File: src/rtl/cpstep_pkg.sv
// ---------------------------------------------------------------------------
// cpstep_pkg
// Types, constants and the step microprogram of the cart-pole plant.
// ---------------------------------------------------------------------------
package cpstep_pkg;

  localparam logic [15:0] STEP_LIMIT = 16'd500;
  localparam logic [15:0] CNT_MAX    = 16'hFFFF;
  localparam logic [5:0]  LAST_PC    = 6'd52;
  localparam logic [5:0]  DIV_STEPS  = 6'd56;

  localparam logic [31:0] Q_MAX         = 32'h7FFF_FFFF;
  localparam logic [31:0] Q_MIN         = 32'h8000_0000;
  localparam logic [31:0] Q_TWO_PI      = 32'd105414357;
  localparam logic [31:0] Q_PI          = 32'd52707179;
  localparam logic [31:0] Q_NEG_PI      = 32'hFCDB_C095;
  localparam logic [31:0] Q_HALF_PI     = 32'd26353589;
  localparam logic [31:0] Q_NEG_HALF_PI = 32'hFE6D_E04B;
  localparam logic [31:0] Q_ONE         = 32'd16777216;
  localparam logic [31:0] Q_FOUR_THIRDS = 32'd22369621;
  localparam logic [31:0] C_46          = 32'd46;
  localparam logic [31:0] C_M3329       = 32'hFFFF_F2FF;
  localparam logic [31:0] C_139810      = 32'd139810;
  localparam logic [31:0] C_M2796203    = 32'hFFD5_5555;
  localparam logic [31:0] C_M5          = 32'hFFFF_FFFB;
  localparam logic [31:0] C_416         = 32'd416;
  localparam logic [31:0] C_M23302      = 32'hFFFF_A4FA;
  localparam logic [31:0] C_699051      = 32'd699051;
  localparam logic [31:0] C_M8388608    = 32'hFF80_0000;

  typedef enum logic [2:0] {
    R_GRAVITY, R_CART_MASS, R_POLE_MASS, R_HALF_LEN,
    R_FORCE, R_TIME_STEP, R_POS_BOUND, R_ANG_BOUND
  } reg_idx_t;

  typedef struct packed {
    logic [30:0] gravity_accel;
    logic [30:0] cart_mass_value;
    logic [30:0] pole_mass_value;
    logic [30:0] pole_half_length;
    logic [30:0] push_force;
    logic [24:0] time_step;
    logic [30:0] position_bound;
    logic [30:0] angle_bound;
  } cfg_t;

  typedef enum logic [3:0] {
    OP_MUL, OP_ADD, OP_SUB, OP_DIV, OP_MOD,
    OP_WRAP_LO, OP_WRAP_HI, OP_FOLD, OP_NEGC
  } op_t;

  typedef enum logic [4:0] {
    S_T0, S_T1, S_T2, S_T3, S_T4, S_T5, S_T6, S_T7,
    S_POS, S_VEL, S_ANG, S_RATE,
    S_G, S_MC, S_MP, S_LEN, S_FORCE, S_TAU,
    S_C46, S_CM3329, S_C139810, S_CM2796203, S_ONE,
    S_CM5, S_C416, S_CM23302, S_C699051, S_CM8388608,
    S_FOUR_THIRDS, S_TWO_PI
  } src_t;

  typedef enum logic [3:0] {
    D_T0, D_T1, D_T2, D_T3, D_T4, D_T5, D_T6, D_T7,
    D_POS, D_VEL, D_ANG, D_RATE
  } dst_t;

  typedef struct packed {
    op_t  op;
    src_t a;
    src_t b;
    dst_t dst;
  } uop_t;

  typedef enum logic [1:0] {C_IDLE, C_ISSUE, C_WAIT, C_FINISH} ctrl_state_t;

  typedef struct packed {
    logic capture;
    logic issue;
    logic finish;
    uop_t uop;
  } ctl_cmd_t;

  typedef struct packed {
    logic op_done;
    logic out_free;
  } dp_status_t;

  function automatic logic [31:0] sat33(input logic [32:0] v);
    logic [31:0] r;
    if (v[32] != v[31]) begin
      r = v[32] ? Q_MIN : Q_MAX;
    end else begin
      r = v[31:0];
    end
    return r;
  endfunction

  function automatic uop_t mk(input op_t op, input src_t a, input src_t b, input dst_t d);
    uop_t u;
    u.op  = op;
    u.a   = a;
    u.b   = b;
    u.dst = d;
    return u;
  endfunction

  function automatic uop_t prog(input logic [5:0] pc);
    uop_t u;
    case (pc)
      6'd0:  u = mk(OP_MOD, S_ANG, S_TWO_PI, D_T0);
      6'd1:  u = mk(OP_WRAP_LO, S_T0, S_T0, D_T0);
      6'd2:  u = mk(OP_WRAP_HI, S_T0, S_T0, D_T0);
      6'd3:  u = mk(OP_FOLD, S_T0, S_T0, D_T0);
      6'd4:  u = mk(OP_MUL, S_T0, S_T0, D_T1);
      6'd5:  u = mk(OP_MUL, S_T1, S_C46, D_T2);
      6'd6:  u = mk(OP_ADD, S_T2, S_CM3329, D_T2);
      6'd7:  u = mk(OP_MUL, S_T1, S_T2, D_T2);
      6'd8:  u = mk(OP_ADD, S_T2, S_C139810, D_T2);
      6'd9:  u = mk(OP_MUL, S_T1, S_T2, D_T2);
      6'd10: u = mk(OP_ADD, S_T2, S_CM2796203, D_T2);
      6'd11: u = mk(OP_MUL, S_T1, S_T2, D_T2);
      6'd12: u = mk(OP_ADD, S_T2, S_ONE, D_T2);
      6'd13: u = mk(OP_MUL, S_T0, S_T2, D_T2);
      6'd14: u = mk(OP_MUL, S_T1, S_CM5, D_T3);
      6'd15: u = mk(OP_ADD, S_T3, S_C416, D_T3);
      6'd16: u = mk(OP_MUL, S_T1, S_T3, D_T3);
      6'd17: u = mk(OP_ADD, S_T3, S_CM23302, D_T3);
      6'd18: u = mk(OP_MUL, S_T1, S_T3, D_T3);
      6'd19: u = mk(OP_ADD, S_T3, S_C699051, D_T3);
      6'd20: u = mk(OP_MUL, S_T1, S_T3, D_T3);
      6'd21: u = mk(OP_ADD, S_T3, S_CM8388608, D_T3);
      6'd22: u = mk(OP_MUL, S_T1, S_T3, D_T3);
      6'd23: u = mk(OP_ADD, S_T3, S_ONE, D_T3);
      6'd24: u = mk(OP_NEGC, S_T3, S_T3, D_T3);
      6'd25: u = mk(OP_ADD, S_MC, S_MP, D_T0);
      6'd26: u = mk(OP_MUL, S_MP, S_LEN, D_T1);
      6'd27: u = mk(OP_MUL, S_T1, S_RATE, D_T4);
      6'd28: u = mk(OP_MUL, S_T4, S_RATE, D_T4);
      6'd29: u = mk(OP_MUL, S_T4, S_T2, D_T4);
      6'd30: u = mk(OP_ADD, S_FORCE, S_T4, D_T4);
      6'd31: u = mk(OP_DIV, S_T4, S_T0, D_T4);
      6'd32: u = mk(OP_MUL, S_G, S_T2, D_T5);
      6'd33: u = mk(OP_MUL, S_T3, S_T4, D_T6);
      6'd34: u = mk(OP_SUB, S_T5, S_T6, D_T5);
      6'd35: u = mk(OP_MUL, S_MP, S_T3, D_T6);
      6'd36: u = mk(OP_MUL, S_T6, S_T3, D_T6);
      6'd37: u = mk(OP_DIV, S_T6, S_T0, D_T6);
      6'd38: u = mk(OP_SUB, S_FOUR_THIRDS, S_T6, D_T6);
      6'd39: u = mk(OP_MUL, S_LEN, S_T6, D_T6);
      6'd40: u = mk(OP_DIV, S_T5, S_T6, D_T5);
      6'd41: u = mk(OP_MUL, S_T1, S_T5, D_T6);
      6'd42: u = mk(OP_MUL, S_T6, S_T3, D_T6);
      6'd43: u = mk(OP_DIV, S_T6, S_T0, D_T6);
      6'd44: u = mk(OP_SUB, S_T4, S_T6, D_T6);
      6'd45: u = mk(OP_MUL, S_TAU, S_VEL, D_T7);
      6'd46: u = mk(OP_ADD, S_POS, S_T7, D_POS);
      6'd47: u = mk(OP_MUL, S_TAU, S_T6, D_T7);
      6'd48: u = mk(OP_ADD, S_VEL, S_T7, D_VEL);
      6'd49: u = mk(OP_MUL, S_TAU, S_RATE, D_T7);
      6'd50: u = mk(OP_ADD, S_ANG, S_T7, D_ANG);
      6'd51: u = mk(OP_MUL, S_TAU, S_T5, D_T7);
      6'd52: u = mk(OP_ADD, S_RATE, S_T7, D_RATE);
      default: u = mk(OP_ADD, S_T0, S_T0, D_T0);
    endcase
    return u;
  endfunction

endpackage

File: src/rtl/cpstep_ctrl.sv
// ---------------------------------------------------------------------------
// cpstep_ctrl
// Sequencer that walks the step microprogram and hands operations to the
// datapath one at a time.
// ---------------------------------------------------------------------------
module cpstep_ctrl import cpstep_pkg::*; (
  input  logic       clk,
  input  logic       rst,
  input  logic       in_valid,
  input  logic       req_type,
  input  dp_status_t status,
  output logic       in_ready,
  output ctl_cmd_t   cmd
);

  ctrl_state_t state, state_next;
  logic [5:0]  pc, pc_next;

  always_ff @(posedge clk) begin
    if (rst) begin
      state <= C_IDLE;
      pc    <= 6'd0;
    end else begin
      state <= state_next;
      pc    <= pc_next;
    end
  end

  always_comb begin
    state_next = state;
    pc_next    = pc;
    case (state)
      C_IDLE: begin
        if (in_valid) begin
          state_next = req_type ? C_ISSUE : C_FINISH;
          pc_next    = 6'd0;
        end
      end
      C_ISSUE: state_next = C_WAIT;
      C_WAIT: begin
        if (status.op_done) begin
          if (pc == LAST_PC) begin
            state_next = C_FINISH;
          end else begin
            state_next = C_ISSUE;
            pc_next    = pc + 6'd1;
          end
        end
      end
      C_FINISH: begin
        if (status.out_free) state_next = C_IDLE;
      end
      default: state_next = C_IDLE;
    endcase
  end

  always_comb begin
    in_ready    = (state == C_IDLE);
    cmd.capture = (state == C_IDLE) && in_valid;
    cmd.issue   = (state == C_ISSUE);
    cmd.finish  = (state == C_FINISH) && status.out_free;
    cmd.uop     = prog(pc);
  end

endmodule

File: config.mk
export PLATFORM = sky130hd
export DESIGN_NAME = cpstep_ctrl
export DESIGN_NICKNAME = d
export VERILOG_FILES = /design/src/rtl/cpstep_pkg.sv /design/src/rtl/cpstep_ctrl.sv
export SDC_FILE = /design/constraint.sdc
export NUM_CORES = 1
export LEC_CHECK = 0
export ABC_AREA = 1
export BUFFER_PORTS_ARGS = -buffer_cell sky130_fd_sc_hd__buf_2
export CAP_MARGIN = 15
export CORE_ASPECT_RATIO = 2
export CORE_MARGIN = 2
export CORE_UTILIZATION = 35
export CTS_CLUSTER_DIAMETER = 80
export DETAILED_ROUTE_END_ITERATION = 8
export MAX_ROUTING_LAYER = met4
export PLACE_DENSITY = 0.57
export SYNTH_ARGS = -nofsm -noshare
export SYNTH_HDL_FRONTEND = slang
export SYNTH_SLANG_ARGS = --single-unit
File: constraint.sdc
create_clock -name clk -period 2.2 [get_ports clk]
set_input_delay 0 -clock clk [delete_from_list [all_inputs] [get_ports clk]]
set_output_delay 0 -clock clk [all_outputs]
set_load 0.01 [all_outputs]
==> results by group <==
Clock network
  – Clock root buffer: clkbuf_16
  – CTS clk-pin slew, worst paths: 0.08 ns
  – Max Root-Sink Buffers: 2
  – CTS tree: built
  – CTS sink cnt: 26
  – CTS Buf Count: 3
  – Worst skew pair latency: 0.28 ns
  – CTS H-tree depth: 1

Drt
  – Wire per inst: 17.7 um
  – Vias post-DR: 2791
  – Pre-antenna DRT Iters: 5
  – DR vias/cell: 5.41
  – Antenna viol nets, final: 0
  – Total Routed Length: 9.14 mm
  – DRC: 0
  – Iter 0 DRT Violations: 128

Synth
  – Post-synthesis sequential area ratio: 25.0%
  – Synthesized flop and latch total: 26
  – Mapped Cells: 346
  – Synth warnings: 0
  – Net count after synthesis: 362
  – Syn_area_per_cell: 6.02 um^2
  – Yosys cell types: 28
  – Synthesized area: 2080 um^2
  – Post-synth top area cell: dfxtp_1
  – Area contributors post-synth: dfxtp_1 (25%), nand2_1 (23%), nand3_1 (13%)
  – Synth top area share: 25.0%

Floorplan
  – Die footprint: 6620 um^2
  – Die height: 113 um
  – Core area: 5710 um^2
  – Initial Util: 36.5%
  – Die Span X: 58.5 um
  – FP Rows: 39
  – IO Count: 28

Final layout
  – Inserted Diodes: 0
  – Layout cells sized above 1: 44.2%
  – Nets: 472
  – Fin util: 58.8%
  – Synth-to-layout area growth: 61.3%

Critical path
  – CP delay by family, top: simple AND/OR/NAND/NOR gates
  – Max incr delay on CP: 0.33 ns
  – CP Depth: 16
  – Worst R2R Start: pc[1]
  – CP Max Fanout: 7
  – Worst-path cell chain: inv_2, ha_4, nand2_2, nor2_4, nand2_2, buf_6, nand4_1, nand3_4, ha_2, buf_4, inv_1, nand2_1, nand3_1, nor2_1, a21oi_1, nand2_1
  – Worst EP arrival: 2.36 ns
  – Slowest stage cell, crit path: dfxtp_2
  – CP Launch Type: flop
  – Setup CP Type: reg2reg
  – Endpoint class of the critical path: flop
  – Worst EP required: 2.38 ns
  – Crit Reg-Reg Endpoint: cmd[5]
  – R2R setup slack: 0.02 ns
  – Worst R2R Path Depth: 16
  – Buf/Inv on CP: 4

Global routing
  – Number of global-route vias before repair: 2656
  – Pin count of the biggest net entering global routing: 16
  – First-pass GRT wire length: 13.0 mm
  – Global route total overflow: 0
  – Initial antenna violation count: 0
  – GRT Total Usage: 27.5%

Power and ir drop
  – Cell Pwr Density: 857 nW/um^2
  – Leakage Power: 0.00171 uW
  – Peak VDD IR: 610 uV

Timing
  – FMAX: 458 MHz
  – Pins over their slew limit: 0
  – Skew final: 0.0127 ns
  – Final min period: 2.18 ns
  – Fin crit share: 99.2%
  – Hold Violations, Final: 0
  – RSZ-0062 raised after global routing: true
  – Final setup violation count: 0
  – Max_slew headroom: 70.2%
  – Setup TNS: 0 ns
  – Worst slew pin tran: 0.444 ns

Worst hold path
  – Hold path cells: 4
  – HP Start: status[0]
  – Hold Path End: state[0]
  – Worst min-delay path class: in2reg

Flow run
  – Max cap viols: 0

Outcome
  – Status: finished, final reports clean

Placed design
  – IO Port Bufs: 27
  – Dpl hpwl: 6.58 mm
  – Final GP Congestion: 0.989
-- state kept, by name (all words and copies together), names as in the netlist --
register  flops
cmd          18
pc            6
state         2
-- layout make-up --
type,instances,area [um^2]
fill,532,2350
multi-input combinational,271,1620
timing repair buffer,117,880
sequential,26,527
inverter,37,146
tap,61,76.3
clock buffer,3,75.1
clock inverter,1,30.0
-- synth_stat cells, drive strengths merged --
library cell	count
o22ai	1
dfxtp	26
nand4	7
nand2	131
o211ai	1
inv	36
buf	11
a211oi	1
a21oi	12
nand3b	3
nand3	58
o21ai	16
nor2	27
clkinv	1
clkbuf	1
ha	10
a31oi	1
nor3	3
-- power by group --
part	total (uW)	internal, uW	leakage (uW)	switching [uW]
Sequential	664	610	0.000217	53.6
Combinational	1660	705	0.00145	955
Clock	555	363	0.0000511	192
-- cells in the final DEF, fill, tap and decap left out, drive strengths merged --
| master | count |
|---|---|
| nand2 | 131 |
| buf | 115 |
| nand3 | 58 |
| inv | 36 |
| nor2 | 27 |
| dfxtp | 26 |
| o21ai | 16 |
| a21oi | 12 |
| ha | 10 |
| nand4 | 7 |
| clkbuf | 4 |
| nand3b | 3 |
| nor3 | 3 |
| clkinv | 1 |
| o211ai | 1 |
| o22ai | 1 |
| a211oi | 1 |
| a31oi | 1 |
| bufinv | 1 |
| dlygate4sd3 | 1 |
-- per-layer routing --
metal	wire length, um	GRT usage, %
met5	0	-
met4	945	21.6
met3	431	2.97
met2	4710	47.8
met1	3060	26.1
-- how the worst max path moves through the flow --
stage | start | end
finish | pc[1] | cmd[5]
global route | pc[0] | cmd[5]
CTS | pc[0] | cmd[7]
detailed placement | pc[0] | cmd[6]
global placement | pc[0] | cmd[6]
floorplan | pc[0] | cmd[9]
-- cell families after synthesis --
| logic type | count (synthesis) | share of synthesized area, % |
|---|---|---|
| fa+ha+maj | 10 | 6.01 |
| compound gates | 32 | 8.05 |
| buf+inv | 49 | 10.5 |
| flops | 26 | 25.0 |
| simple gates | 229 | 50.4 |
-- per-stage QoR --
step | hold slack, ns | setup WS [ns] | power [uW] | cell area [um^2] | instances
floorplan | 0.0785 | -0.0378 | 1410 | 2080 | 346
global placement | 0.250 | -0.162 | 2030 | 2780 | 495
detailed placement | 0.246 | -0.152 | 2020 | 2780 | 495
CTS | 0.0597 | 0.00248 | 2630 | 2960 | 502
global route | 0.101 | -0.0959 | 3040 | 3360 | 516
finish | 0.0575 | 0.0169 | 2880 | 3360 | 516
-- worst reg2reg max path, cell delays in order, from the launching register on --
cell,delay [ns]
dfxtp_2,0.33
inv_2,0.06
ha_4,0.13
nand2_2,0.06
nor2_4,0.12
nand2_2,0.08
buf_6,0.13
nand4_1,0.11
nand3_4,0.17
ha_2,0.26
buf_4,0.14
inv_1,0.06
nand2_1,0.09
nand3_1,0.12
nor2_1,0.05
a21oi_1,0.11
nand2_1,0.06
-- timing repair --
action	4_1_cts	5_1_grt
gates resized for setup	13	76
setup endpoints to repair	12	16
endpoints found under the hold margin	1	0
pin swaps	2	22
hold buffers	1	0
setup buffers	2	14
No activity file was read; power rests on OpenSTA's default activity.
