`config.mk`:
```
export PLATFORM = sky130hd
export DESIGN_NAME = cpstep_regs
export DESIGN_NICKNAME = d
export VERILOG_FILES = /design/src/rtl/cpstep_pkg.sv /design/src/rtl/cpstep_regs.sv
export SDC_FILE = /design/constraint.sdc
export NUM_CORES = 1
export LEC_CHECK = 0
export BUFFER_PORTS_ARGS = -buffer_cell sky130_fd_sc_hd__buf_2
export CELL_PAD_IN_SITES_DETAIL_PLACEMENT = 0
export CELL_PAD_IN_SITES_GLOBAL_PLACEMENT = 2
export CORE_MARGIN = 5
export CORE_UTILIZATION = 29
export DETAILED_ROUTE_END_ITERATION = 6
export PLACE_DENSITY_LB_ADDON = 0.15
export SLEW_MARGIN = 20
export SYNTH_ARGS = -nofsm -noshare
export SYNTH_HDL_FRONTEND = slang
export SYNTH_SLANG_ARGS = --single-unit
```
`constraint.sdc`:
```
create_clock -name clk -period 3.45 [get_ports clk]
set_input_delay 1.035 -clock clk [delete_from_list [all_inputs] [get_ports clk]]
set_output_delay 1.035 -clock clk [all_outputs]
set_load 0.05 [all_outputs]
```
`src/rtl/cpstep_pkg.sv`:
```
// ---------------------------------------------------------------------------
// cpstep_pkg
// Types, constants and the step microprogram of the cart-pole plant.
// ---------------------------------------------------------------------------
package cpstep_pkg;

  localparam logic [15:0] STEP_LIMIT = 16'd500;
  localparam logic [15:0] CNT_MAX    = 16'hFFFF;
  localparam logic [5:0]  LAST_PC    = 6'd52;
  localparam logic [5:0]  DIV_STEPS  = 6'd56;

  localparam logic [31:0] Q_MAX         = 32'h7FFF_FFFF;
  localparam logic [31:0] Q_MIN         = 32'h8000_0000;
  localparam logic [31:0] Q_TWO_PI      = 32'd105414357;
  localparam logic [31:0] Q_PI          = 32'd52707179;
  localparam logic [31:0] Q_NEG_PI      = 32'hFCDB_C095;
  localparam logic [31:0] Q_HALF_PI     = 32'd26353589;
  localparam logic [31:0] Q_NEG_HALF_PI = 32'hFE6D_E04B;
  localparam logic [31:0] Q_ONE         = 32'd16777216;
  localparam logic [31:0] Q_FOUR_THIRDS = 32'd22369621;
  localparam logic [31:0] C_46          = 32'd46;
  localparam logic [31:0] C_M3329       = 32'hFFFF_F2FF;
  localparam logic [31:0] C_139810      = 32'd139810;
  localparam logic [31:0] C_M2796203    = 32'hFFD5_5555;
  localparam logic [31:0] C_M5          = 32'hFFFF_FFFB;
  localparam logic [31:0] C_416         = 32'd416;
  localparam logic [31:0] C_M23302      = 32'hFFFF_A4FA;
  localparam logic [31:0] C_699051      = 32'd699051;
  localparam logic [31:0] C_M8388608    = 32'hFF80_0000;

  typedef enum logic [2:0] {
    R_GRAVITY, R_CART_MASS, R_POLE_MASS, R_HALF_LEN,
    R_FORCE, R_TIME_STEP, R_POS_BOUND, R_ANG_BOUND
  } reg_idx_t;

  typedef struct packed {
    logic [30:0] gravity_accel;
    logic [30:0] cart_mass_value;
    logic [30:0] pole_mass_value;
    logic [30:0] pole_half_length;
    logic [30:0] push_force;
    logic [24:0] time_step;
    logic [30:0] position_bound;
    logic [30:0] angle_bound;
  } cfg_t;

  typedef enum logic [3:0] {
    OP_MUL, OP_ADD, OP_SUB, OP_DIV, OP_MOD,
    OP_WRAP_LO, OP_WRAP_HI, OP_FOLD, OP_NEGC
  } op_t;

  typedef enum logic [4:0] {
    S_T0, S_T1, S_T2, S_T3, S_T4, S_T5, S_T6, S_T7,
    S_POS, S_VEL, S_ANG, S_RATE,
    S_G, S_MC, S_MP, S_LEN, S_FORCE, S_TAU,
    S_C46, S_CM3329, S_C139810, S_CM2796203, S_ONE,
    S_CM5, S_C416, S_CM23302, S_C699051, S_CM8388608,
    S_FOUR_THIRDS, S_TWO_PI
  } src_t;

  typedef enum logic [3:0] {
    D_T0, D_T1, D_T2, D_T3, D_T4, D_T5, D_T6, D_T7,
    D_POS, D_VEL, D_ANG, D_RATE
  } dst_t;

  typedef struct packed {
    op_t  op;
    src_t a;
    src_t b;
    dst_t dst;
  } uop_t;

  typedef enum logic [1:0] {C_IDLE, C_ISSUE, C_WAIT, C_FINISH} ctrl_state_t;

  typedef struct packed {
    logic capture;
    logic issue;
    logic finish;
    uop_t uop;
  } ctl_cmd_t;

  typedef struct packed {
    logic op_done;
    logic out_free;
  } dp_status_t;

  function automatic logic [31:0] sat33(input logic [32:0] v);
    logic [31:0] r;
    if (v[32] != v[31]) begin
      r = v[32] ? Q_MIN : Q_MAX;
    end else begin
      r = v[31:0];
    end
    return r;
  endfunction

  function automatic uop_t mk(input op_t op, input src_t a, input src_t b, input dst_t d);
    uop_t u;
    u.op  = op;
    u.a   = a;
    u.b   = b;
    u.dst = d;
    return u;
  endfunction

  function automatic uop_t prog(input logic [5:0] pc);
    uop_t u;
    case (pc)
      6'd0:  u = mk(OP_MOD, S_ANG, S_TWO_PI, D_T0);
      6'd1:  u = mk(OP_WRAP_LO, S_T0, S_T0, D_T0);
      6'd2:  u = mk(OP_WRAP_HI, S_T0, S_T0, D_T0);
      6'd3:  u = mk(OP_FOLD, S_T0, S_T0, D_T0);
      6'd4:  u = mk(OP_MUL, S_T0, S_T0, D_T1);
      6'd5:  u = mk(OP_MUL, S_T1, S_C46, D_T2);
      6'd6:  u = mk(OP_ADD, S_T2, S_CM3329, D_T2);
      6'd7:  u = mk(OP_MUL, S_T1, S_T2, D_T2);
      6'd8:  u = mk(OP_ADD, S_T2, S_C139810, D_T2);
      6'd9:  u = mk(OP_MUL, S_T1, S_T2, D_T2);
      6'd10: u = mk(OP_ADD, S_T2, S_CM2796203, D_T2);
      6'd11: u = mk(OP_MUL, S_T1, S_T2, D_T2);
      6'd12: u = mk(OP_ADD, S_T2, S_ONE, D_T2);
      6'd13: u = mk(OP_MUL, S_T0, S_T2, D_T2);
      6'd14: u = mk(OP_MUL, S_T1, S_CM5, D_T3);
      6'd15: u = mk(OP_ADD, S_T3, S_C416, D_T3);
      6'd16: u = mk(OP_MUL, S_T1, S_T3, D_T3);
      6'd17: u = mk(OP_ADD, S_T3, S_CM23302, D_T3);
      6'd18: u = mk(OP_MUL, S_T1, S_T3, D_T3);
      6'd19: u = mk(OP_ADD, S_T3, S_C699051, D_T3);
      6'd20: u = mk(OP_MUL, S_T1, S_T3, D_T3);
      6'd21: u = mk(OP_ADD, S_T3, S_CM8388608, D_T3);
      6'd22: u = mk(OP_MUL, S_T1, S_T3, D_T3);
      6'd23: u = mk(OP_ADD, S_T3, S_ONE, D_T3);
      6'd24: u = mk(OP_NEGC, S_T3, S_T3, D_T3);
      6'd25: u = mk(OP_ADD, S_MC, S_MP, D_T0);
      6'd26: u = mk(OP_MUL, S_MP, S_LEN, D_T1);
      6'd27: u = mk(OP_MUL, S_T1, S_RATE, D_T4);
      6'd28: u = mk(OP_MUL, S_T4, S_RATE, D_T4);
      6'd29: u = mk(OP_MUL, S_T4, S_T2, D_T4);
      6'd30: u = mk(OP_ADD, S_FORCE, S_T4, D_T4);
      6'd31: u = mk(OP_DIV, S_T4, S_T0, D_T4);
      6'd32: u = mk(OP_MUL, S_G, S_T2, D_T5);
      6'd33: u = mk(OP_MUL, S_T3, S_T4, D_T6);
      6'd34: u = mk(OP_SUB, S_T5, S_T6, D_T5);
      6'd35: u = mk(OP_MUL, S_MP, S_T3, D_T6);
      6'd36: u = mk(OP_MUL, S_T6, S_T3, D_T6);
      6'd37: u = mk(OP_DIV, S_T6, S_T0, D_T6);
      6'd38: u = mk(OP_SUB, S_FOUR_THIRDS, S_T6, D_T6);
      6'd39: u = mk(OP_MUL, S_LEN, S_T6, D_T6);
      6'd40: u = mk(OP_DIV, S_T5, S_T6, D_T5);
      6'd41: u = mk(OP_MUL, S_T1, S_T5, D_T6);
      6'd42: u = mk(OP_MUL, S_T6, S_T3, D_T6);
      6'd43: u = mk(OP_DIV, S_T6, S_T0, D_T6);
      6'd44: u = mk(OP_SUB, S_T4, S_T6, D_T6);
      6'd45: u = mk(OP_MUL, S_TAU, S_VEL, D_T7);
      6'd46: u = mk(OP_ADD, S_POS, S_T7, D_POS);
      6'd47: u = mk(OP_MUL, S_TAU, S_T6, D_T7);
      6'd48: u = mk(OP_ADD, S_VEL, S_T7, D_VEL);
      6'd49: u = mk(OP_MUL, S_TAU, S_RATE, D_T7);
      6'd50: u = mk(OP_ADD, S_ANG, S_T7, D_ANG);
      6'd51: u = mk(OP_MUL, S_TAU, S_T5, D_T7);
      6'd52: u = mk(OP_ADD, S_RATE, S_T7, D_RATE);
      default: u = mk(OP_ADD, S_T0, S_T0, D_T0);
    endcase
    return u;
  endfunction

endpackage

```
`src/rtl/cpstep_regs.sv`:
```
// ---------------------------------------------------------------------------
// cpstep_regs
// Configuration register file behind the APB-style port.
// ---------------------------------------------------------------------------
module cpstep_regs import cpstep_pkg::*; (
  input  logic        clk,
  input  logic        rst,
  input  logic        psel,
  input  logic        penable,
  input  logic        pwrite,
  input  logic [4:0]  paddr,
  input  logic [31:0] pwdata,
  output logic [31:0] prdata,
  output logic        pready,
  output cfg_t        cfg
);

  reg_idx_t idx;
  logic     wr;

  assign pready = 1'b1;
  assign idx    = reg_idx_t'(paddr[4:2]);
  assign wr     = psel && penable && pwrite && pready;

  always_ff @(posedge clk) begin
    if (rst) begin
      cfg.gravity_accel    <= 31'd164416717;
      cfg.cart_mass_value  <= 31'd16777216;
      cfg.pole_mass_value  <= 31'd1677722;
      cfg.pole_half_length <= 31'd8388608;
      cfg.push_force       <= 31'd167772160;
      cfg.time_step        <= 25'd335544;
      cfg.position_bound   <= 31'd40265318;
      cfg.angle_bound      <= 31'd3513816;
    end else if (wr) begin
      case (idx)
        R_GRAVITY:   cfg.gravity_accel    <= pwdata[30:0];
        R_CART_MASS: cfg.cart_mass_value  <= pwdata[30:0];
        R_POLE_MASS: cfg.pole_mass_value  <= pwdata[30:0];
        R_HALF_LEN:  cfg.pole_half_length <= pwdata[30:0];
        R_FORCE:     cfg.push_force       <= pwdata[30:0];
        R_TIME_STEP: cfg.time_step        <= pwdata[24:0];
        R_POS_BOUND: cfg.position_bound   <= pwdata[30:0];
        R_ANG_BOUND: cfg.angle_bound      <= pwdata[30:0];
        default:     cfg.angle_bound      <= cfg.angle_bound;
      endcase
    end
  end

  always_comb begin
    case (idx)
      R_GRAVITY:   prdata = {1'b0, cfg.gravity_accel};
      R_CART_MASS: prdata = {1'b0, cfg.cart_mass_value};
      R_POLE_MASS: prdata = {1'b0, cfg.pole_mass_value};
      R_HALF_LEN:  prdata = {1'b0, cfg.pole_half_length};
      R_FORCE:     prdata = {1'b0, cfg.push_force};
      R_TIME_STEP: prdata = {7'd0, cfg.time_step};
      R_POS_BOUND: prdata = {1'b0, cfg.position_bound};
      R_ANG_BOUND: prdata = {1'b0, cfg.angle_bound};
      default:     prdata = 32'd0;
    endcase
  end

endmodule

```
==> impl_metrics.env, run 1 <==
export IMPL_outcome="finished clean"
export IMPL_routabilityCongestion=0.769
export IMPL_comb_power_share_pct=12.1
export IMPL_dp_cells=2079
export IMPL_routedWlPerCell_um=22.5
export IMPL_first_pass_iters=6
export IMPL_synthTopCellsByArea="dfxtp_1, nand2_1, a21oi_1"
export IMPL_synth_cell_types=35
export IMPL_clkTransAtPathRegs_ps=60
export IMPL_port_buffers=311
export IMPL_drt_wl_total_um=48300
export IMPL_drv_cap=0
export IMPL_synth_top_family_by_area="simple AND/OR/NAND/NOR gates"
export IMPL_final_nets=1699
export IMPL_synthArstFlopShare_pct=0
export IMPL_cts_path_max_buffers=3
export IMPL_r2r_cells=3
export IMPL_clock_sinks=242
export IMPL_core_area_um2=36300
export IMPL_peakVddDrop_v=0.000339
export IMPL_synthFlopType="dfxtp_1"
export IMPL_critPathLaunch="paddr[3]"
export IMPL_ios=317
export IMPL_cp_arrival_ps=2410
export IMPL_ys_seq_elements=242
export IMPL_synth_most_common_cell="nand2_1"
export IMPL_cp_endpoint="prdata[7]"
export IMPL_rr_startpoint="cfg[153]"
export IMPL_vias_per_cell=4.97
export IMPL_syn_inst=1372
export IMPL_htree_levels=1
export IMPL_fmax_ghz=0.290
export IMPL_syn_to_final_growth_pct=39.4
export IMPL_crit_buf_inv=4
export IMPL_synth_simple_area_share_pct=24.6
export IMPL_cp_depth=8
export IMPL_grt_pass1_wl_um=70600
export IMPL_crit_path_end_kind="primary output"
export IMPL_synth_mux_area_share_pct=5.66
export IMPL_ys_top_cells_by_count="nand2_1, dfxtp_1, a21oi_1"
export IMPL_worst_path_max_fanout=7
export IMPL_place_hpwl_um=31200
export IMPL_finalMaxSlewViolations=0
export IMPL_synth_compound_area_share_pct=17.0
export IMPL_insertion_delay_ps=550
export IMPL_power_frac_seq_pct=40.4
export IMPL_drt_iter0_markers=642
export IMPL_antenna_found_initial=0
export IMPL_cts_root_buf="clkbuf_16"
export IMPL_synthesis_area_um2=10600
export IMPL_yosysWarningCount=0
export IMPL_grt_max_degree=75
export IMPL_regToRegSetupSlack_ps=2640
export IMPL_max_stage_delay_ps=320
export IMPL_drive_gt1_share_pct=31.7
export IMPL_p_leak_uw=0.00628
export IMPL_sw_frac_of_total_pct=26.6
export IMPL_worst_path_max_delay_cell="a221oi_2"
export IMPL_dieArea_um2=40500
export IMPL_setup_violations=0
export IMPL_path_cells="buf_12 > nor2b_4 > buf_12 > clkbuf_16 > a22o_1 > a221oi_2 > nor2_2 > buf_12"
export IMPL_synthAdderAreaFrac_pct=0
export IMPL_grt_usage_pct=22.5
export IMPL_yosysTopAreaCellShare_pct=45.6
export IMPL_hold_class="flip-flop to flip-flop"
export IMPL_largest_register_ffs=242
export IMPL_cts_buffers=30
export IMPL_power_density_nw_per_um2=475
export IMPL_syn_nets=1414
export IMPL_num_rows=70
export IMPL_p_clk_share_pct=47.4
export IMPL_start_util_pct=29.2
export IMPL_syn_avg_cell_area_um2=7.74
export IMPL_ant_nets=0
export IMPL_vias=10700
export IMPL_drcViolationCount=0
export IMPL_skew_ps=0
export IMPL_finalHoldViolCount=0
export IMPL_cts_tree="done"
export IMPL_regMostFlops="cfg"
export IMPL_cp_top_family="buffers and inverters"
export IMPL_required_ps=2410
export IMPL_diodes=0
export IMPL_synth_edf_count=0
export IMPL_finish_utilization_pct=40.7
export IMPL_fin_crit_sh_pct=99.8
export IMPL_die_h_um=201
export IMPL_grt_overflow_total=0
export IMPL_synth_xor_area_share_pct=0
export IMPL_reg_largest_list="cfg: 242 flops"
export IMPL_path_common_cell="buf_12"
export IMPL_rsz0062_at_grt="yes"
export IMPL_worstReg2RegEnd="cfg[153]"
export IMPL_tightest_slew_ps=1070
export IMPL_path_class="primary input to primary output"
export IMPL_min_period_ps=3440
export IMPL_p_int_uw=5160
export IMPL_instances_no_fill=2148
export IMPL_yosysTopAreaCell="dfxtp_1"
export IMPL_finalSetupTns_ps=0
export IMPL_timing_slew_headroom_pct=28.8
export IMPL_fp_dieW_um=201
export IMPL_ys_seq_area_share_pct=45.6
export IMPL_crit_path_start_kind="primary input"
export IMPL_grt_pass1_vias=10400
export IMPL_p_sw_uw=1870
## repair_timing
action                                  in CTS  in global routing
setup buffers                                1                  9
endpoints found under the setup margin      30                 26
gates cloned                                 2                  2
gates resized for setup                     26                 64
pin swaps                                    1                  7
hold buffers                                 0                  0
## worst reg2reg max path: cells and delay by family, from the launching register on
family | cells | cell delay [ps]
compound gates | 1 | 260
simple gates | 1 | 50
flops | 1 | 320
buf+inv | 1 | 80
## layer usage
metal	vias up	global-route usage, %	share of wire [%]
met4	0	4.17	1.6
met5	-	0	0
met1	5122	31.9	46
met2	329	36.6	46
met3	46	3.61	5.8
li1	5171	-	-
## stage by stage
step           cell area (um2)  worst slack, ps  hold slack (ps)  total power [uW]
6_report                 14800             6.74              465              7030
5_1_grt                  14800            -48.1              483              7260
4_1_cts                  14400             12.8              465              7050
3_5_place_dp             13200             -101              456              3670
3_3_place_gp             13200             -101              455              3670
2_1_floorplan            10800            -9.53              681              3390
## power groups by stage
stage | registers, uW | clock network, uW | logic [uW]
6_report | 2840 | 3330 | 854
5_1_grt | 2840 | 3510 | 901
4_1_cts | 2840 | 3410 | 800
3_5_place_dp | 2900 | 0 | 769
3_3_place_gp | 2900 | 0 | 769
2_1_floorplan | 2980 | 0 | 406
## kinds of logic (layout without fill, tap and decap cells)
family,Yosys count,in the layout
AND/OR/NAND/NOR,618,618
flip-flops,242,242
other,2,2
AO/OA/AOI/OAI,282,282
multiplexers,60,60
buffers and inverters,168,476
## cell type report
type | instances | area (um2)
fillers | 3734 | 21600
clock inverters | 13 | 148
well taps | 468 | 586
multi-input cells | 962 | 5480
clock buffers | 42 | 907
flip-flops and latches | 242 | 4840
inverters | 27 | 101
repair buffers | 394 | 2740
## placed cells by master (no fill, tap or decap), types with 5 or more instances in the layout
cell type and n:
nand2_1 468, clkbuf_4 5, dfxtp_1 242, buf_2 281, clkbuf_8 9, inv_1 26, a21oi_1 177, buf_12 26
mux2i_1 60, nor2_2 6, nor2_1 38, nand3b_1 56, o2bb2ai_1 24, clkinv_2 7, buf_6 16, nor2_4 26
a211o_1 10, a221oi_1 15, a221oi_2 33, or2_2 6, clkbuf_16 33, buf_4 60
## how the worst min path moves through the flow
stage               startpoint        to  slack (ps)  cells after the start
floorplan             cfg[179]  cfg[179]         680                      2
global placement       cfg[76]   cfg[76]         450                      2
detailed placement     cfg[76]   cfg[76]         460                      2
CTS                    cfg[76]   cfg[76]         470                      2
global route           cfg[76]   cfg[76]         480                      2
finish                 cfg[76]   cfg[76]         470                      2
Power figures use the tool's default switching activity.
==> run 2, diff against run 1 <==
==> constraint.sdc (replaced) <==
create_clock -name clk -period 3.45 [get_ports clk]
set_input_delay 0.69 -clock clk [delete_from_list [all_inputs] [get_ports clk]]
set_output_delay 0.69 -clock clk [all_outputs]
set_load 0.05 [all_outputs]
==> run 2 against run 1 <==
Against the previous run:
- critical path type unchanged
- maximum frequency grew 9.5%
- register-to-register slack is essentially flat
- sequential cell count is the same
==> impl_metrics.env, run 2 (synthesis results as in run 1) <==
export IMPL_setup_violations=0
export IMPL_vias=10400
export IMPL_first_pass_iters=5
export IMPL_ios=317
export IMPL_start_util_pct=29.2
export IMPL_drv_cap=0
export IMPL_drt_iter0_markers=678
export IMPL_htree_levels=1
export IMPL_routedWlPerCell_um=22.4
export IMPL_regMostFlops="cfg"
export IMPL_antenna_found_initial=1
export IMPL_busiest_layer="met2"
export IMPL_grt_max_degree=96
export IMPL_rsz0062_at_grt="no"
export IMPL_min_period_ps=3140
export IMPL_holdBufCountCts=0
export IMPL_timing_slew_headroom_pct=30.6
export IMPL_required_ps=2760
export IMPL_cts_path_max_buffers=3
export IMPL_cts_buffers=30
export IMPL_worst_path_max_fanout=22
export IMPL_finalHoldViolCount=0
export IMPL_die_h_um=201
export IMPL_skew_ps=0
export IMPL_drcViolationCount=0
export IMPL_outcome="finished clean"
export IMPL_diodes=0
export IMPL_vias_per_cell=4.97
export IMPL_syn_to_final_growth_pct=28.7
export IMPL_use_met3_pct=4.27
export IMPL_grt_pass1_vias=10300
export IMPL_drt_wl_total_um=47100
export IMPL_largest_register_ffs=242
export IMPL_clkTransAtPathRegs_ps=60
export IMPL_peakVddDrop_v=0.000358
export IMPL_crit_path_end_kind="primary output"
export IMPL_insertion_delay_ps=550
export IMPL_fin_crit_sh_pct=91.1
export IMPL_power_density_nw_per_um2=500
export IMPL_regToRegSetupSlack_ps=2630
export IMPL_finish_utilization_pct=37.6
export IMPL_cts_resized=0
export IMPL_finalMaxSlewViolations=0
export IMPL_tightest_slew_ps=1040
export IMPL_path_class="primary input to primary output"
export IMPL_fmax_ghz=0.318
export IMPL_num_rows=70
export IMPL_final_cell_mix="nand2_1, buf_2, dfxtp_1"
export IMPL_worstReg2RegEnd="cfg[153]"
export IMPL_routabilityCongestion=0.765
export IMPL_cp_arrival_ps=2450
export IMPL_core_area_um2=36300
export IMPL_fp_dieW_um=201
export IMPL_grt_usage_pct=22.3
export IMPL_nFillCells=3811
export IMPL_rr_startpoint="cfg[153]"
export IMPL_grt_util_met1_pct=30.9
export IMPL_cts_setup_buffers=0
export IMPL_hp_start="pwdata[29]"
export IMPL_drive_gt1_share_pct=26.0
export IMPL_cts_root_buf="clkbuf_16"
export IMPL_reg_largest_list="cfg: 242 flops"
export IMPL_hold_class="primary input to flip-flop"
export IMPL_cp_endpoint="prdata[8]"
export IMPL_final_nets=1653
export IMPL_crit_path_start_kind="primary input"
export IMPL_use_met2_pct=36.6
export IMPL_dieArea_um2=40500
export IMPL_finalSetupTns_ps=0
export IMPL_cts_tree="done"
export IMPL_critPathLaunch="paddr[4]"
export IMPL_place_hpwl_um=30700
export IMPL_port_buffers=311
export IMPL_ant_nets=0
export IMPL_clock_sinks=242
export IMPL_grt_overflow_total=0
export IMPL_r2r_cells=3
export IMPL_final_common_cell="nand2_1"
export IMPL_p_leak_uw=0.00583
export IMPL_grt_pass1_wl_um=70200
-- run 2: cell type report --
cell class	count	area [um2]	share of cell area [%]
clock inverters	8	90.1	0.660
flip-flops and latches	242	4840	35.5
well taps	468	586	4.29
inverters	27	101	0.742
repair buffers	348	1980	14.5
multi-input cells	962	5100	37.3
clock buffers	48	960	7.03
-- run 2: power breakdown --
group | leakage (uW) | internal [uW] | total, uW | switching [uW]
registers | 0.00195 | 2820 | 2840 | 21.1
clock network | 0.000526 | 2040 | 3290 | 1260
logic | 0.00335 | 183 | 696 | 514
total | 0.00583 | 5040 | 6830 | 1790
-- run 2: metrics by stage --
step / total power (uW) / instances / area [um2] / hold slack, ps / setup WS (ps)
after floorplan: 3370 / 1372 / 10600 / 681 / 467
after global placement: 3600 / 2047 / 12600 / 454 / 266
after detailed placement: 3600 / 2047 / 12600 / 458 / 273
after CTS: 6920 / 2103 / 13700 / 424 / 283
after global routing: 7080 / 2103 / 13700 / 439 / 190
final: 6830 / 2103 / 13700 / 450 / 306
-- run 2: worst max-delay path, cell delays in order --
cell	delay [ps]
buf_2	180
nand2b_1	210
nor2_4	670
a221oi_1	280
nor2_1	240
buf_12	170
-- run 2: how the worst min path moves through the flow --
stage | end | cells after the start
2_1_floorplan | cfg[179] | 2
3_3_place_gp | cfg[179] | 2
3_5_place_dp | cfg[179] | 2
4_1_cts | cfg[147] | 3
5_1_grt | cfg[174] | 3
6_report | cfg[147] | 3
-- run 2: per-layer routing --
metal,wire length [um],part of all wire (%)
met5,7,0.015
met4,865,1.8
met3,2730,5.8
met2,21600,46
met1,21900,46
